File: config.mk
export PLATFORM = sky130hd
export DESIGN_NAME = i2c_master_byte_sequencer_core
export DESIGN_NICKNAME = d
export VERILOG_FILES = /design/src/hdl/i2cmbs_pkg.sv /design/src/hdl/i2cmbs_seq.sv /design/src/hdl/i2cmbs_out_reg.sv /design/src/hdl/i2c_master_byte_sequencer_core.sv
export SDC_FILE = /design/constraint.sdc
export NUM_CORES = 1
export LEC_CHECK = 0
export ABC_AREA = 1
export BUFFER_PORTS_ARGS = -buffer_cell sky130_fd_sc_hd__buf_2
export CAP_MARGIN = 40
export CELL_PAD_IN_SITES_DETAIL_PLACEMENT = 1
export CELL_PAD_IN_SITES_GLOBAL_PLACEMENT = 2
export CORE_ASPECT_RATIO = 0.9
export CORE_MARGIN = 5
export CORE_UTILIZATION = 35
export DETAILED_ROUTE_END_ITERATION = 8
export PLACE_DENSITY_LB_ADDON = 0.1
export SLEW_MARGIN = 10
export SYNTH_ARGS = -nofsm -noshare
export SYNTH_HDL_FRONTEND = slang
export SYNTH_HIERARCHICAL = 1
export SYNTH_SLANG_ARGS = --single-unit
File: constraint.sdc
create_clock -name clk -period 3.4 [get_ports clk]
set_input_delay 0 -clock clk [delete_from_list [all_inputs] [get_ports clk]]
set_output_delay 0 -clock clk [all_outputs]
set_load 0.01 [all_outputs]
File: src/hdl/i2cmbs_pkg.sv
`timescale 1ns / 1ps

package i2cmbs_pkg;

  localparam logic [7:0] PHASE_TICKS_RST = 8'd12;
  localparam logic [7:0] MSB_MASK        = 8'h80;
  localparam int unsigned BITS_PER_BYTE  = 8;
  localparam int unsigned IN_TDATA_W     = 16;
  localparam int unsigned OUT_TDATA_W    = 16;

  typedef enum logic [2:0] {
    CMD_NONE  = 3'd0,
    CMD_START = 3'd1,
    CMD_WRITE = 3'd2,
    CMD_READ  = 3'd3,
    CMD_STOP  = 3'd4
  } cmd_t;

  typedef enum logic [3:0] {
    ST_IDLE        = 4'd0,
    ST_START_SDA   = 4'd1,
    ST_START_SCL   = 4'd2,
    ST_WR_HIGH     = 4'd3,
    ST_WR_LOW      = 4'd4,
    ST_WR_ACK_HIGH = 4'd5,
    ST_WR_ACK_LOW  = 4'd6,
    ST_RD_HIGH     = 4'd7,
    ST_RD_LOW      = 4'd8,
    ST_RD_ACK_HIGH = 4'd9,
    ST_RD_ACK_LOW  = 4'd10,
    ST_STOP_SDA    = 4'd11,
    ST_STOP_SCL    = 4'd12,
    ST_STOP_REL    = 4'd13
  } step_t;

  // one tick's input item
  typedef struct packed {
    logic       sda_in;
    logic       send_ack;
    logic [7:0] write_byte;
    logic [2:0] command;
  } tick_t;

  // result item, scl_out in the lowest bit
  typedef struct packed {
    logic       nack;
    logic [7:0] read_byte;
    logic       done_res;
    logic       busy_res;
    logic       sda_out;
    logic       scl_out;
  } res_t;

endpackage

File: src/hdl/i2cmbs_seq.sv
`timescale 1ns / 1ps

module i2cmbs_seq (
  input  logic              clk,
  input  logic              rst_n,
  input  logic              tick_acc,
  input  i2cmbs_pkg::tick_t tick,
  input  logic [7:0]        phase_ticks,
  output i2cmbs_pkg::res_t  res
);

  i2cmbs_pkg::step_t step_r, step_nxt;
  logic [3:0] bit_index_r, bit_index_nxt;
  logic [7:0] delay_left_r, delay_left_nxt;
  logic [7:0] tx_shift_r, tx_shift_nxt;
  logic [7:0] rx_shift_r, rx_shift_nxt;
  logic [7:0] read_hold_r, read_hold_nxt;
  logic       nack_r, nack_nxt;
  logic       ack_req_r, ack_req_nxt;
  logic       scl_r, scl_nxt;
  logic       sda_r, sda_nxt;
  logic       done;
  logic       fin;
  logic [7:0] plen;
  logic [3:0] bit_inc;
  logic [7:0] tx_shl;

  assign plen    = (phase_ticks == 8'd0) ? 8'd1 : phase_ticks;
  assign bit_inc = bit_index_r + 4'd1;
  assign tx_shl  = {tx_shift_r[6:0], 1'b0};

  always_comb begin
    step_nxt       = step_r;
    bit_index_nxt  = bit_index_r;
    delay_left_nxt = delay_left_r;
    tx_shift_nxt   = tx_shift_r;
    rx_shift_nxt   = rx_shift_r;
    read_hold_nxt  = read_hold_r;
    nack_nxt       = nack_r;
    ack_req_nxt    = ack_req_r;
    scl_nxt        = scl_r;
    sda_nxt        = sda_r;
    done           = 1'b0;
    fin            = 1'b0;
    if (step_r == i2cmbs_pkg::ST_IDLE) begin
      unique case (i2cmbs_pkg::cmd_t'(tick.command))
        i2cmbs_pkg::CMD_START: begin
          scl_nxt        = 1'b1;
          sda_nxt        = 1'b1;
          step_nxt       = i2cmbs_pkg::ST_START_SDA;
          delay_left_nxt = plen;
        end
        i2cmbs_pkg::CMD_WRITE: begin
          tx_shift_nxt   = tick.write_byte;
          bit_index_nxt  = 4'd0;
          sda_nxt        = |(tick.write_byte & i2cmbs_pkg::MSB_MASK);
          step_nxt       = i2cmbs_pkg::ST_WR_HIGH;
          delay_left_nxt = plen;
        end
        i2cmbs_pkg::CMD_READ: begin
          ack_req_nxt    = tick.send_ack;
          rx_shift_nxt   = 8'd0;
          bit_index_nxt  = 4'd0;
          sda_nxt        = 1'b1;
          step_nxt       = i2cmbs_pkg::ST_RD_HIGH;
          delay_left_nxt = plen;
        end
        i2cmbs_pkg::CMD_STOP: begin
          step_nxt       = i2cmbs_pkg::ST_STOP_SDA;
          delay_left_nxt = plen;
        end
        default: ;
      endcase
    end else if (delay_left_r > 8'd1) begin
      delay_left_nxt = delay_left_r - 8'd1;
    end else begin
      unique case (step_r)
        i2cmbs_pkg::ST_START_SDA: begin
          sda_nxt  = 1'b0;
          step_nxt = i2cmbs_pkg::ST_START_SCL;
        end
        i2cmbs_pkg::ST_START_SCL: begin
          scl_nxt = 1'b0;
          fin     = 1'b1;
        end
        i2cmbs_pkg::ST_WR_HIGH: begin
          scl_nxt  = 1'b1;
          step_nxt = i2cmbs_pkg::ST_WR_LOW;
        end
        i2cmbs_pkg::ST_WR_LOW: begin
          scl_nxt       = 1'b0;
          tx_shift_nxt  = tx_shl;
          bit_index_nxt = bit_inc;
          if (bit_inc < 4'(i2cmbs_pkg::BITS_PER_BYTE)) begin
            sda_nxt  = |(tx_shl & i2cmbs_pkg::MSB_MASK);
            step_nxt = i2cmbs_pkg::ST_WR_HIGH;
          end else begin
            sda_nxt  = 1'b1;
            step_nxt = i2cmbs_pkg::ST_WR_ACK_HIGH;
          end
        end
        i2cmbs_pkg::ST_WR_ACK_HIGH: begin
          // ACK sampled just before SCL rises
          nack_nxt = tick.sda_in;
          scl_nxt  = 1'b1;
          step_nxt = i2cmbs_pkg::ST_WR_ACK_LOW;
        end
        i2cmbs_pkg::ST_WR_ACK_LOW: begin
          scl_nxt = 1'b0;
          fin     = 1'b1;
        end
        i2cmbs_pkg::ST_RD_HIGH: begin
          scl_nxt  = 1'b1;
          step_nxt = i2cmbs_pkg::ST_RD_LOW;
        end
        i2cmbs_pkg::ST_RD_LOW: begin
          rx_shift_nxt  = {rx_shift_r[6:0], tick.sda_in};
          scl_nxt       = 1'b0;
          bit_index_nxt = bit_inc;
          if (bit_inc < 4'(i2cmbs_pkg::BITS_PER_BYTE)) begin
            step_nxt = i2cmbs_pkg::ST_RD_HIGH;
          end else begin
            read_hold_nxt = {rx_shift_r[6:0], tick.sda_in};
            if (ack_req_r) begin
              sda_nxt = 1'b0;
            end
            step_nxt = i2cmbs_pkg::ST_RD_ACK_HIGH;
          end
        end
        i2cmbs_pkg::ST_RD_ACK_HIGH: begin
          scl_nxt  = 1'b1;
          step_nxt = i2cmbs_pkg::ST_RD_ACK_LOW;
        end
        i2cmbs_pkg::ST_RD_ACK_LOW: begin
          scl_nxt = 1'b0;
          sda_nxt = 1'b1;
          fin     = 1'b1;
        end
        i2cmbs_pkg::ST_STOP_SDA: begin
          sda_nxt  = 1'b0;
          step_nxt = i2cmbs_pkg::ST_STOP_SCL;
        end
        i2cmbs_pkg::ST_STOP_SCL: begin
          scl_nxt  = 1'b1;
          step_nxt = i2cmbs_pkg::ST_STOP_REL;
        end
        i2cmbs_pkg::ST_STOP_REL: begin
          scl_nxt = 1'b1;
          sda_nxt = 1'b1;
          fin     = 1'b1;
        end
        default: fin = 1'b1;
      endcase
      if (fin) begin
        step_nxt       = i2cmbs_pkg::ST_IDLE;
        delay_left_nxt = 8'd0;
        done           = 1'b1;
      end else begin
        delay_left_nxt = plen;
      end
    end
  end

  always_ff @(posedge clk) begin
    if (!rst_n) begin
      step_r       <= i2cmbs_pkg::ST_IDLE;
      bit_index_r  <= 4'd0;
      delay_left_r <= 8'd0;
      tx_shift_r   <= 8'd0;
      rx_shift_r   <= 8'd0;
      read_hold_r  <= 8'd0;
      nack_r       <= 1'b0;
      ack_req_r    <= 1'b0;
      scl_r        <= 1'b1;
      sda_r        <= 1'b1;
    end else if (tick_acc) begin
      step_r       <= step_nxt;
      bit_index_r  <= bit_index_nxt;
      delay_left_r <= delay_left_nxt;
      tx_shift_r   <= tx_shift_nxt;
      rx_shift_r   <= rx_shift_nxt;
      read_hold_r  <= read_hold_nxt;
      nack_r       <= nack_nxt;
      ack_req_r    <= ack_req_nxt;
      scl_r        <= scl_nxt;
      sda_r        <= sda_nxt;
    end
  end

  always_comb begin
    res.scl_out   = scl_nxt;
    res.sda_out   = sda_nxt;
    res.busy_res  = (step_nxt != i2cmbs_pkg::ST_IDLE);
    res.done_res  = done;
    res.read_byte = read_hold_nxt;
    res.nack      = nack_nxt;
  end

  a_busy_has_delay: assert property (@(posedge clk) disable iff (!rst_n)
    (step_r != i2cmbs_pkg::ST_IDLE) |-> (delay_left_r != 8'd0))
    else $error("busy with zero delay count");

  a_idle_no_delay: assert property (@(posedge clk) disable iff (!rst_n)
    (step_r == i2cmbs_pkg::ST_IDLE) |-> (delay_left_r == 8'd0))
    else $error("idle with pending delay");

  a_bit_range: assert property (@(posedge clk) disable iff (!rst_n)
    bit_index_r <= 4'(i2cmbs_pkg::BITS_PER_BYTE))
    else $error("bit index past byte end");

  a_done_idle: assert property (@(posedge clk) disable iff (!rst_n)
    (tick_acc && res.done_res) |=> (step_r == i2cmbs_pkg::ST_IDLE))
    else $error("done without returning to idle");

endmodule

File: src/hdl/i2cmbs_out_reg.sv
`timescale 1ns / 1ps

module i2cmbs_out_reg (
  input  logic             clk,
  input  logic             rst_n,
  input  logic             load,
  input  i2cmbs_pkg::res_t res,
  output logic             free,
  output logic             out_tvalid,
  input  logic             out_tready,
  output logic [i2cmbs_pkg::OUT_TDATA_W-1:0] out_tdata
);

  logic             valid_r, valid_nxt;
  i2cmbs_pkg::res_t res_r;

  // slot frees up in the same cycle the held item drains
  assign free      = !valid_r || out_tready;
  assign valid_nxt = load || (valid_r && !out_tready);

  always_ff @(posedge clk) begin
    if (!rst_n) begin
      valid_r <= 1'b0;
    end else begin
      valid_r <= valid_nxt;
    end
  end

  always_ff @(posedge clk) begin
    if (load) begin
      res_r <= res;
    end
  end

  assign out_tvalid = valid_r;
  assign out_tdata  = {(i2cmbs_pkg::OUT_TDATA_W - $bits(i2cmbs_pkg::res_t))'(0), res_r};

endmodule

File: src/hdl/i2c_master_byte_sequencer_core.sv
`timescale 1ns / 1ps

// I2C master bit sequencer. Every input item is one bus timing tick and yields
// exactly one result item with the SCL/SDA levels to drive, busy, a done pulse,
// the last read byte and the last write's NACK. Commands (start, write, read,
// stop) are taken only when idle; each step of a sequence is spaced by
// cfg phase_ticks ticks (0 acts as 1, reset 12). Throughput is one item per
// clock unless the output stalls: the sequencer state updates in the cycle an
// item is accepted and the result lands in a single output register for the
// next cycle. in_tready drops only while that register holds an untaken item.
module i2c_master_byte_sequencer_core (
  input  logic        clk,
  input  logic        rst_n,
  input  logic        in_tvalid,
  output logic        in_tready,
  // [2:0] command, [10:3] write_byte, [11] send_ack, [12] sda_in
  input  logic [i2cmbs_pkg::IN_TDATA_W-1:0]  in_tdata,
  output logic        out_tvalid,
  input  logic        out_tready,
  // [0] scl_out, [1] sda_out, [2] busy_res, [3] done_res, [11:4] read_byte, [12] nack
  output logic [i2cmbs_pkg::OUT_TDATA_W-1:0] out_tdata,
  input  logic        cfg_we,
  input  logic [7:0]  cfg_wdata
);

  logic              in_acc;
  logic              free;
  logic [7:0]        phase_ticks_r;
  i2cmbs_pkg::tick_t tick;
  i2cmbs_pkg::res_t  res;

  assign in_tready = free;
  assign in_acc    = in_tvalid && free;
  assign tick      = i2cmbs_pkg::tick_t'(in_tdata[$bits(i2cmbs_pkg::tick_t)-1:0]);

  always_ff @(posedge clk) begin
    if (!rst_n) begin
      phase_ticks_r <= i2cmbs_pkg::PHASE_TICKS_RST;
    end else if (cfg_we) begin
      phase_ticks_r <= cfg_wdata;
    end
  end

  i2cmbs_seq u_seq (
    .clk         (clk),
    .rst_n       (rst_n),
    .tick_acc    (in_acc),
    .tick        (tick),
    .phase_ticks (phase_ticks_r),
    .res         (res)
  );

  i2cmbs_out_reg u_out (
    .clk        (clk),
    .rst_n      (rst_n),
    .load       (in_acc),
    .res        (res),
    .free       (free),
    .out_tvalid (out_tvalid),
    .out_tready (out_tready),
    .out_tdata  (out_tdata)
  );

endmodule
Word-level counts from Yosys, hierarchy flattened
Cells that the tools add are included.
{"block": "op_classes", "addsub": 2, "n_lt_le_gt_ge": 2, "n_eq_ne": 22, "mux": 46, "n_reduce_logical": 27}
{"cell": "2-to-1 mux 8 bit", "count": 9}
{"cell": "2-to-1 mux 7 bit", "count": 8}
{"cell": "case mux 4 bit (9 select lines)", "count": 1}
{"cell": "2-to-1 mux 4 bit", "count": 8}
{"cell": "== test 4 bit, second input constant", "count": 6}
{"cell": "== test 4 x 3 -> 1 bit, second input constant", "count": 4}
{"cell": "case mux 4 bit (4 select lines)", "count": 1}
{"cell": "2-to-1 mux 1 bit", "count": 15}
{"cell": "AND reduction 4 bit", "count": 3}
{"cell": "OR reduction 2 bit", "count": 6}
{"cell": "OR reduction 9 bit", "count": 1}
{"cell": "== test 4 x 2 -> 1 bit, second input constant", "count": 2}
{"cell": "greater-than comparator 8 x 1 -> 1 bit, second input constant", "count": 1}
{"cell": "zero test 8 bit", "count": 1}
{"cell": "!= test 2 bit, second input constant", "count": 4}
{"cell": "subtractor 8 x 1 -> 8 bit, second input constant", "count": 1}
{"cell": "== test 3 x 2 -> 1 bit, second input constant", "count": 2}
{"cell": "nonzero test 2 bit", "count": 3}
{"cell": "OR reduction 6 bit", "count": 1}
{"cell": "OR reduction 5 bit", "count": 1}
{"cell": "adder 4 x 1 -> 4 bit, second input constant", "count": 1}
{"cell": "== test 4 x 1 -> 1 bit, second input constant", "count": 1}
{"cell": "zero test 4 bit", "count": 1}
{"cell": "less-than comparator 4 bit, second input constant", "count": 1}
{"cell": "other kinds (13)", "count": 17}
{"block": "totals", "regBits": 64, "inputBits": 29, "out_inout_bits": 18, "word_cells": 117}

Depth between registers and ports, before layout
Gate-level depths: netlist of run 1.
{"block": "logic_depth", "ltp_word": 9, "mapped_depth": 13, "ltp_nobuf": 12}

Hierarchy
The synthesis of run 1 kept the hierarchy.
{"module": "i2cmbs_seq", "n_inst": 1, "cells_per_inst": 421, "area_per_inst_um2": 2752.6, "seq_area_each_um2": 840.8}
{"module": "i2cmbs_out_reg", "n_inst": 1, "cells_per_inst": 23, "area_per_inst_um2": 462.9, "seq_area_each_um2": 410.4}
{"module": "i2c_master_byte_sequencer_core", "n_inst": 1, "cells_per_inst": 49, "area_per_inst_um2": 325.3, "seq_area_each_um2": 160.2}

Worst setup path after synthesis of run 1
Ideal clock, no wire load.
{"block": "synth_timing", "path_kind": "register to register", "startpoint": "register u_out.valid_r, in the netlist u_out/out_tvalid", "endpoint": "register u_seq.bit_index_r[2]", "arrival_time_ns": 1.868, "required_ns": 3.267, "slack_ns": 1.399, "stages_incl_launch_ff": 12, "path_buffers": 1, "synth_period_minus_slack_ns": 2.001, "path_cell_list": "dfxtp_1 nand2_2 nand2_1 inv_1 buf_4 clkinv_1 nor3_1 o21ai_0 nor2_1 inv_1 nand2_1 a21oi_1"}
{"block": "synth_between", "elab_chain_cells": 4}
{"element": "start, declared", "line": "i2cmbs_out_reg.sv:14", "source": "logic valid_r, valid_nxt;"}
{"element": "start signal, assigned", "line": "i2cmbs_out_reg.sv:25", "source": "valid_r <= valid_nxt;"}
{"element": "zero test 1 bit", "line": "i2cmbs_out_reg.sv:18", "source": "assign free = !valid_r || out_tready;"}
{"element": "logical OR 1 bit", "line": "i2cmbs_out_reg.sv:18"}
{"element": "via in_tready", "line": "i2c_master_byte_sequencer_core.sv:15", "source": "output logic in_tready,"}
{"element": "logical AND 1 bit", "line": "i2c_master_byte_sequencer_core.sv:33", "source": "assign in_acc = in_tvalid && free;"}
{"element": "via in_acc", "line": "i2c_master_byte_sequencer_core.sv:26", "source": "logic in_acc;"}
{"element": "AND reduction 4 bit (no line)"}
{"element": "end signal, assigned", "line": "i2cmbs_seq.sv:178", "source": "bit_index_r <= bit_index_nxt;"}
{"element": "end, declared", "line": "i2cmbs_seq.sv:13", "source": "logic [3:0] bit_index_r, bit_index_nxt;"}
The timed path passes the listed nets, and every way through them passes these cells.
A chain may end at the register's enable or synchronous reset.

Worst setup path in the final report of run 1
{"block": "layout_timing", "startpoint": "register u_out.valid_r, in the netlist u_out/out_tvalid", "endpoint": "register u_seq.bit_index_r[3]"}
{"block": "layout_between", "elab_chain_cells": 4}
{"element": "zero test 1 bit", "line": "i2cmbs_out_reg.sv:18"}
{"element": "logical OR 1 bit", "line": "i2cmbs_out_reg.sv:18"}
{"element": "logical AND 1 bit", "line": "i2c_master_byte_sequencer_core.sv:33"}
{"element": "via in_acc", "line": "i2c_master_byte_sequencer_core.sv:26"}
{"element": "AND reduction 4 bit (no line)"}
The timed path passes the listed nets, and every way through them passes these cells.

==> results of run 1 <==
## flip-flops by register name (all words and copies together) (netlist names)
| register | count |
|---|---|
| u_out/out_tdata | 13 |
| phase_ticks_r | 8 |
| u_seq/delay_left_r | 8 |
| u_seq/read_hold_r | 8 |
| u_seq/rx_shift_r | 7 |
| u_seq/tx_shift_r | 7 |
| u_seq/bit_index_r | 4 |
| u_seq/step_r | 4 |
| u_out/out_tvalid | 1 |
| u_seq/ack_req_r | 1 |
| u_seq/nack_r | 1 |
| u_seq/scl_r | 1 |
| u_seq/sda_r | 1 |
## per-stage QoR
stage | utilization | hold slack, ns | total power, mW | instance area, um2 | setup WS [ns]
2_1_floorplan | - | 0.113 | 1.32 | 3550 | 1.40
3_3_place_gp | 0.384 | 0.212 | 1.43 | 3750 | 1.31
3_5_place_dp | 0.387 | 0.224 | 1.45 | 3780 | 1.28
4_1_cts | 0.425 | 0.00475 | 2.31 | 4160 | 1.26
5_1_grt | 0.425 | 0.0484 | 2.42 | 4160 | 1.06
6_report | 0.425 | 0.00798 | 2.27 | 4160 | 1.28
## worst min-delay path: cells and delay by family
family | cells | cell delay [ns]
buffers and inverters | 1 | 0.12
and+or+nand+nor | 1 | 0.05
AOI/OAI and AO/OA | 1 | 0.12
## final cells by class
class	instances	share of cell area
multi-input cells	320	0.392
repair buffers	55	0.0866
clock inverters	4	0.00511
inverters	86	0.0803
well taps	126	0.0379
clock buffers	12	0.0592
flip-flops and latches	64	0.339
## repair_timing
action,CTS,global route
hold endpoints to repair,11,0
buffers inserted,0,0
hold buffers,11,0
## final timing paths
check	cells past startpoint	to	slack [ns]
worst max-delay path	11	u_seq/bit_index_r[3]$_SDFFE_PN0P_	1.28
worst min-delay path	3	u_seq/rx_shift_r[0]$_SDFFE_PN0P_	0.008
worst max register to register	11	u_seq/bit_index_r[3]$_SDFFE_PN0P_	1.28
worst min register to register	2	u_seq/tx_shift_r[5]$_SDFFE_PN0P_	0.45
## routing by layer
layer  up-vias  part of all wire  GRT usage
met4         0             0.014     0.0497
met5         -                 0          0
met1      1463              0.52      0.225
li1       1636                 -          -
met3        11             0.034     0.0309
met2        42              0.43      0.245
## power by group
part / internal (mW) / switching, mW / leakage, nW
registers: 0.846 / 0.0434 / 0.547
clock network: 0.508 / 0.328 / 0.130
logic: 0.185 / 0.364 / 1.34
## placed cells by master, fill, tap and decap left out, types with 13 or more instances in the layout
master    synthesis  layout
nand2_1          95      95
inv_1            78      78
nor2_1           58      58
dfxtp_1          51      51
buf_2             4      40
a21oi_1          37      37
o21ai_0          35      35
nand3_1          17      17
nor3_1           14      14
edfxtp_1         13      13
## cells by family after synthesis
| logic type | Yosys count |
|---|---|
| AOI/OAI and AO/OA | 101 |
| xor gates and xnor gates | 6 |
| adders and majority gates | 3 |
| buffers and inverters | 111 |
| DFF | 64 |
| other | 1 |
| and+or+nand+nor | 207 |
==> reports/results.tsv, run 1 <==
metric	value	unit
hpwl	6.63	mm
cpLargestDelayFamily	buffers and inverters	
antenna_found_initial	0	
gr-total-overflow	0	
synthArstFlopShare	0	
ant_nets	0	
fin_crit_sh	0.622	
dieArea	0.0122	mm2
dr.pass1.iters	4	
crit_path_start_kind	register	
path_class	reg -> reg	
antenna_cells	0	
critPathBufInv	4	
grt_pass1_wl	15.5	mm
ys_top_cells_by_count	95 x nand2_1, 78 x inv_1, 58 x nor2_1	
yosys.area_share.simple	0.266	
yosysMostFrequentCell	nand2_1	
ys_types	43	
place_congestion	0.846	
ys_warn_count	6	
ys_ff_latch	64	
initial_utilization	0.362	
tns	0	ns
area_growth	17.5	%
synth_edf_count	13	
synth_top_family_by_area	simple AND/OR/NAND/NOR gates	
synth-adder-area-share	0.0106	
vias_per_cell	4.73	
powerDensity	547	mW/mm2
post-place-cells	640	
multiInputGateArea	0.00163	mm2
slew_violations	0	
io_buffer_count	40	
synth_top_area_frac	0.288	
drc	0	
die_x	116	um
rows	34	
clk_pin_slew	0.05	ns
rsz0062_at_grt	false	
report.final.hold_viol_count	0	
cp.arrival	2.30	ns
core	0.00978	mm2
min-delay-start	in_tdata[12]	
cts_resized	0	
ios	47	
cpPeakStageDelay	0.39	ns
startpoint	u_out/out_tvalid$_SDFF_PN0_	
synthMuxAreaShare	0	
clockBufferDepth	2	
die_y	105	um
syn_area_per_cell	7.18	um2
clock_skew	0.00736	ns
synth_ff_type	dfxtp_1	
fmax	473	MHz
cts_sinks	64	
cts_tree	yes	
reg2reg_from	u_out/out_tvalid$_SDFF_PN0_	
synth_xor_area_frac	0.0148	
synth-seq-area-share	0.399	
hold_class	in -> reg	
worstMarginPinSlew	0.621	ns
critPathRequiredTime	3.59	ns
final.fill_count	1265	
syn-cell-area	0.00354	mm2
status	complete, no violations	
final_cell_count_no_fill	667	
fin_crit	2.12	ns
regArea	0.00141	mm2
avgRoutedWirePerCell	13.5	um
yosysTopAreaCell	dfxtp_1	
clk_root_buffer_cell	clkbuf_16	
synth_compound_area_frac	0.165	
worstPathMaxFanout	19	
slew_headroom	0.586	
drt_iter0_markers	135	
grt_pass1_vias	3204	
end_kind	register	
grt_max_degree	23	
vias	3152	
syn_inst	493	
final_nets	568	
path_cells	nand2_2, nand2_1, inv_1, clkinv_1, buf_4, nor3_1, o21ai_0, nor2_1, inv_1, nand2_1, a21oi_1	
ir_drop	0.000239	V
grt_use_total	0.159	
clock_latency	0.33	ns
p_leak	2.01	nW
h-tree-depth	3	
numCtsBuffers	9	
setup_violations	0	
routed_wl	9.01	mm
cap_violations	0	
netlist_top_cells_area	dfxtp_1 29%, edfxtp_1 11%, nand2_1 10%, inv_1 8.3%, nor2_1 6.1%	
drive_gt1_frac	0.176	
cp_slowest_cell	inv_1	
Power figures use the tool's default switching activity.
==> run 2: changes to the inputs <==
Settings changed: CORE_UTILIZATION 35 to 33.
Clock period 3.4 ns to 2.2 ns, I/O delays scaled along.
==> run 2 against run 1 <==
Global-route usage decreased by 0.23 points. Combinational power increased by 56%. Flip-flop and latch count is the same. Fmax rose by 8.9%. Critical path depth fell by 2. Power rose by 61%. Die area up 5.5%. Via count is 3.0% higher. Sequential share of layout area down 0.82 points. Critical path type unchanged. Critical endpoint is now u_seq/tx_shift_r[1]$_SDFFE_PN0P_. Highest routed layer unchanged.
==> reports/results.tsv, run 2 (synthesized netlist as in run 1, its figures left out) <==
metric	value	unit
total_power	3.66	mW
hpwl	6.75	mm
h-tree-depth	3	
routed_wl	9.36	mm
cp.arrival	2.16	ns
cts_sinks	64	
path_cells	inv_1, ha_1, nor2_1, nor2_2, nand2_4, nand2_4, nand3_2, o21ai_0, a21oi_1	
final_area	0.00426	mm2
grt_pass1_wl	16.2	mm
crit_path_start_kind	register	
core	0.0104	mm2
io_buffer_count	40	
slew_violations	0	
grt_max_degree	33	
hold_class	in -> reg	
clk_pin_slew	0.06	ns
antenna_found_initial	0	
clock_latency	0.33	ns
placed_area	0.00378	mm2
cpMostUsedCell	nand2_4	
drc	0	
grt_pass1_vias	3393	
fin_crit	1.94	ns
drive_gt1_frac	0.192	
largest_reg_flops	13	
avgRoutedWirePerCell	13.8	um
drt_iter0_markers	112	
area_growth	20.4	%
worstPathMaxFanout	14	
cap_violations	0	
p_leak	2.07	nW
critPathBufInv	1	
fmax	515	MHz
gr-total-overflow	0	
report.final.hold_viol_count	0	
cp_slowest_cell	dfxtp_1	
cpLargestDelayFamily	simple AND/OR/NAND/NOR gates	
rsz0062_at_grt	false	
antenna_cells	0	
ir_drop	0.000357	V
clock_skew	0.00502	ns
rows	35	
tns	0	ns
clk_root_buffer_cell	clkbuf_16	
die_x	119	um
end_kind	register	
final.fill_count	1324	
numCtsBuffers	9	
cts_tree	yes	
cpPeakStageDelay	0.33	ns
ant_nets	0	
initial_utilization	0.341	
status	complete, no violations	
powerDensity	858	mW/mm2
final_nets	578	
grt_use_total	0.157	
fin_crit_sh	0.883	
vias_per_cell	4.77	
path_class	reg -> reg	
final_cell_mix	95 x nand2_1, 78 x inv_1, 58 x nor2_1	
die_y	108	um
layout_commonest_cell	nand2_1	
place_congestion	0.809	
critPathRequiredTime	2.41	ns
clockBufferDepth	2	
dr.pass1.iters	4	
vias	3246	
setup_violations	0	
ios	47	
dieArea	0.0129	mm2
-- run 2: cell types whose count changed in the layout (fill, tap and decap cells not counted), sizes merged --
| cell | delta |
|---|---|
| clkinvlp | +1 |
| bufinv | +1 |
| inv | +1 |
| dlygate4sd3 | +1 |
| buf | +9 |
| clkbuf | -3 |
-- run 2: path summary, 6_finish.rpt --
| kind | from | endpoint | slack [ns] | cells past startpoint |
|---|---|---|---|---|
| min reg2reg | u_seq/tx_shift_r[4]$_SDFFE_PN0P_ | u_seq/tx_shift_r[4]$_SDFFE_PN0P_ | 0.45 | 2 |
| min | cfg_we | phase_ticks_r[5]$_SDFFE_PN0P_ | 0.05 | 3 |
| max reg2reg | u_seq/delay_left_r[0]$_SDFFE_PN0P_ | u_seq/tx_shift_r[1]$_SDFFE_PN0P_ | 0.26 | 9 |
| max | u_seq/delay_left_r[0]$_SDFFE_PN0P_ | u_seq/tx_shift_r[1]$_SDFFE_PN0P_ | 0.26 | 9 |
-- run 2: what timing repair did --
action                     CTS  global route
setup endpoints to repair    0             2
hold buffers                12             0
setup buffers                0             7
hold endpoints to repair    12             0
resized for setup            0             1
-- run 2: layout make-up --
type	count	area, um2	share of cell area
clock buffer	9	225	0.0528
clock inverter	7	71.3	0.0167
inverter	86	334	0.0784
multi-input combinational	320	1630	0.382
sequential	64	1410	0.331
tap	129	161	0.0379
timing repair buffer	65	430	0.101
-- run 2: power breakdown --
part	internal (mW)	switching (mW)	total (mW)
Sequential	1.31	0.0617	1.37
Combinational	0.287	0.571	0.857
Clock	0.876	0.553	1.43
-- run 2: tightest hold or removal path, cell delays in order --
cell    delay, ns
buf_2        0.19
nor2_1       0.11
nor2_1       0.05
-- run 2: metrics by stage --
step            util  setup WS (ns)  hold WS (ns)  cells
6_report       0.411          0.257        0.0544    680
4_1_cts        0.404          0.208        0.0484    673
3_3_place_gp   0.364          0.255         0.212    645
2_1_floorplan      -          0.199         0.113    495
3_5_place_dp   0.364          0.220         0.217    645
5_1_grt        0.411         0.0397        0.0797    680
-- run 2: metal layers --
metal	vias up	track usage	wire, um
met1	1529	0.201	4620
met4	0	0.0380	107
li1	1653	-	-
met5	-	0	0
met3	8	0.0434	404
met2	56	0.264	4230
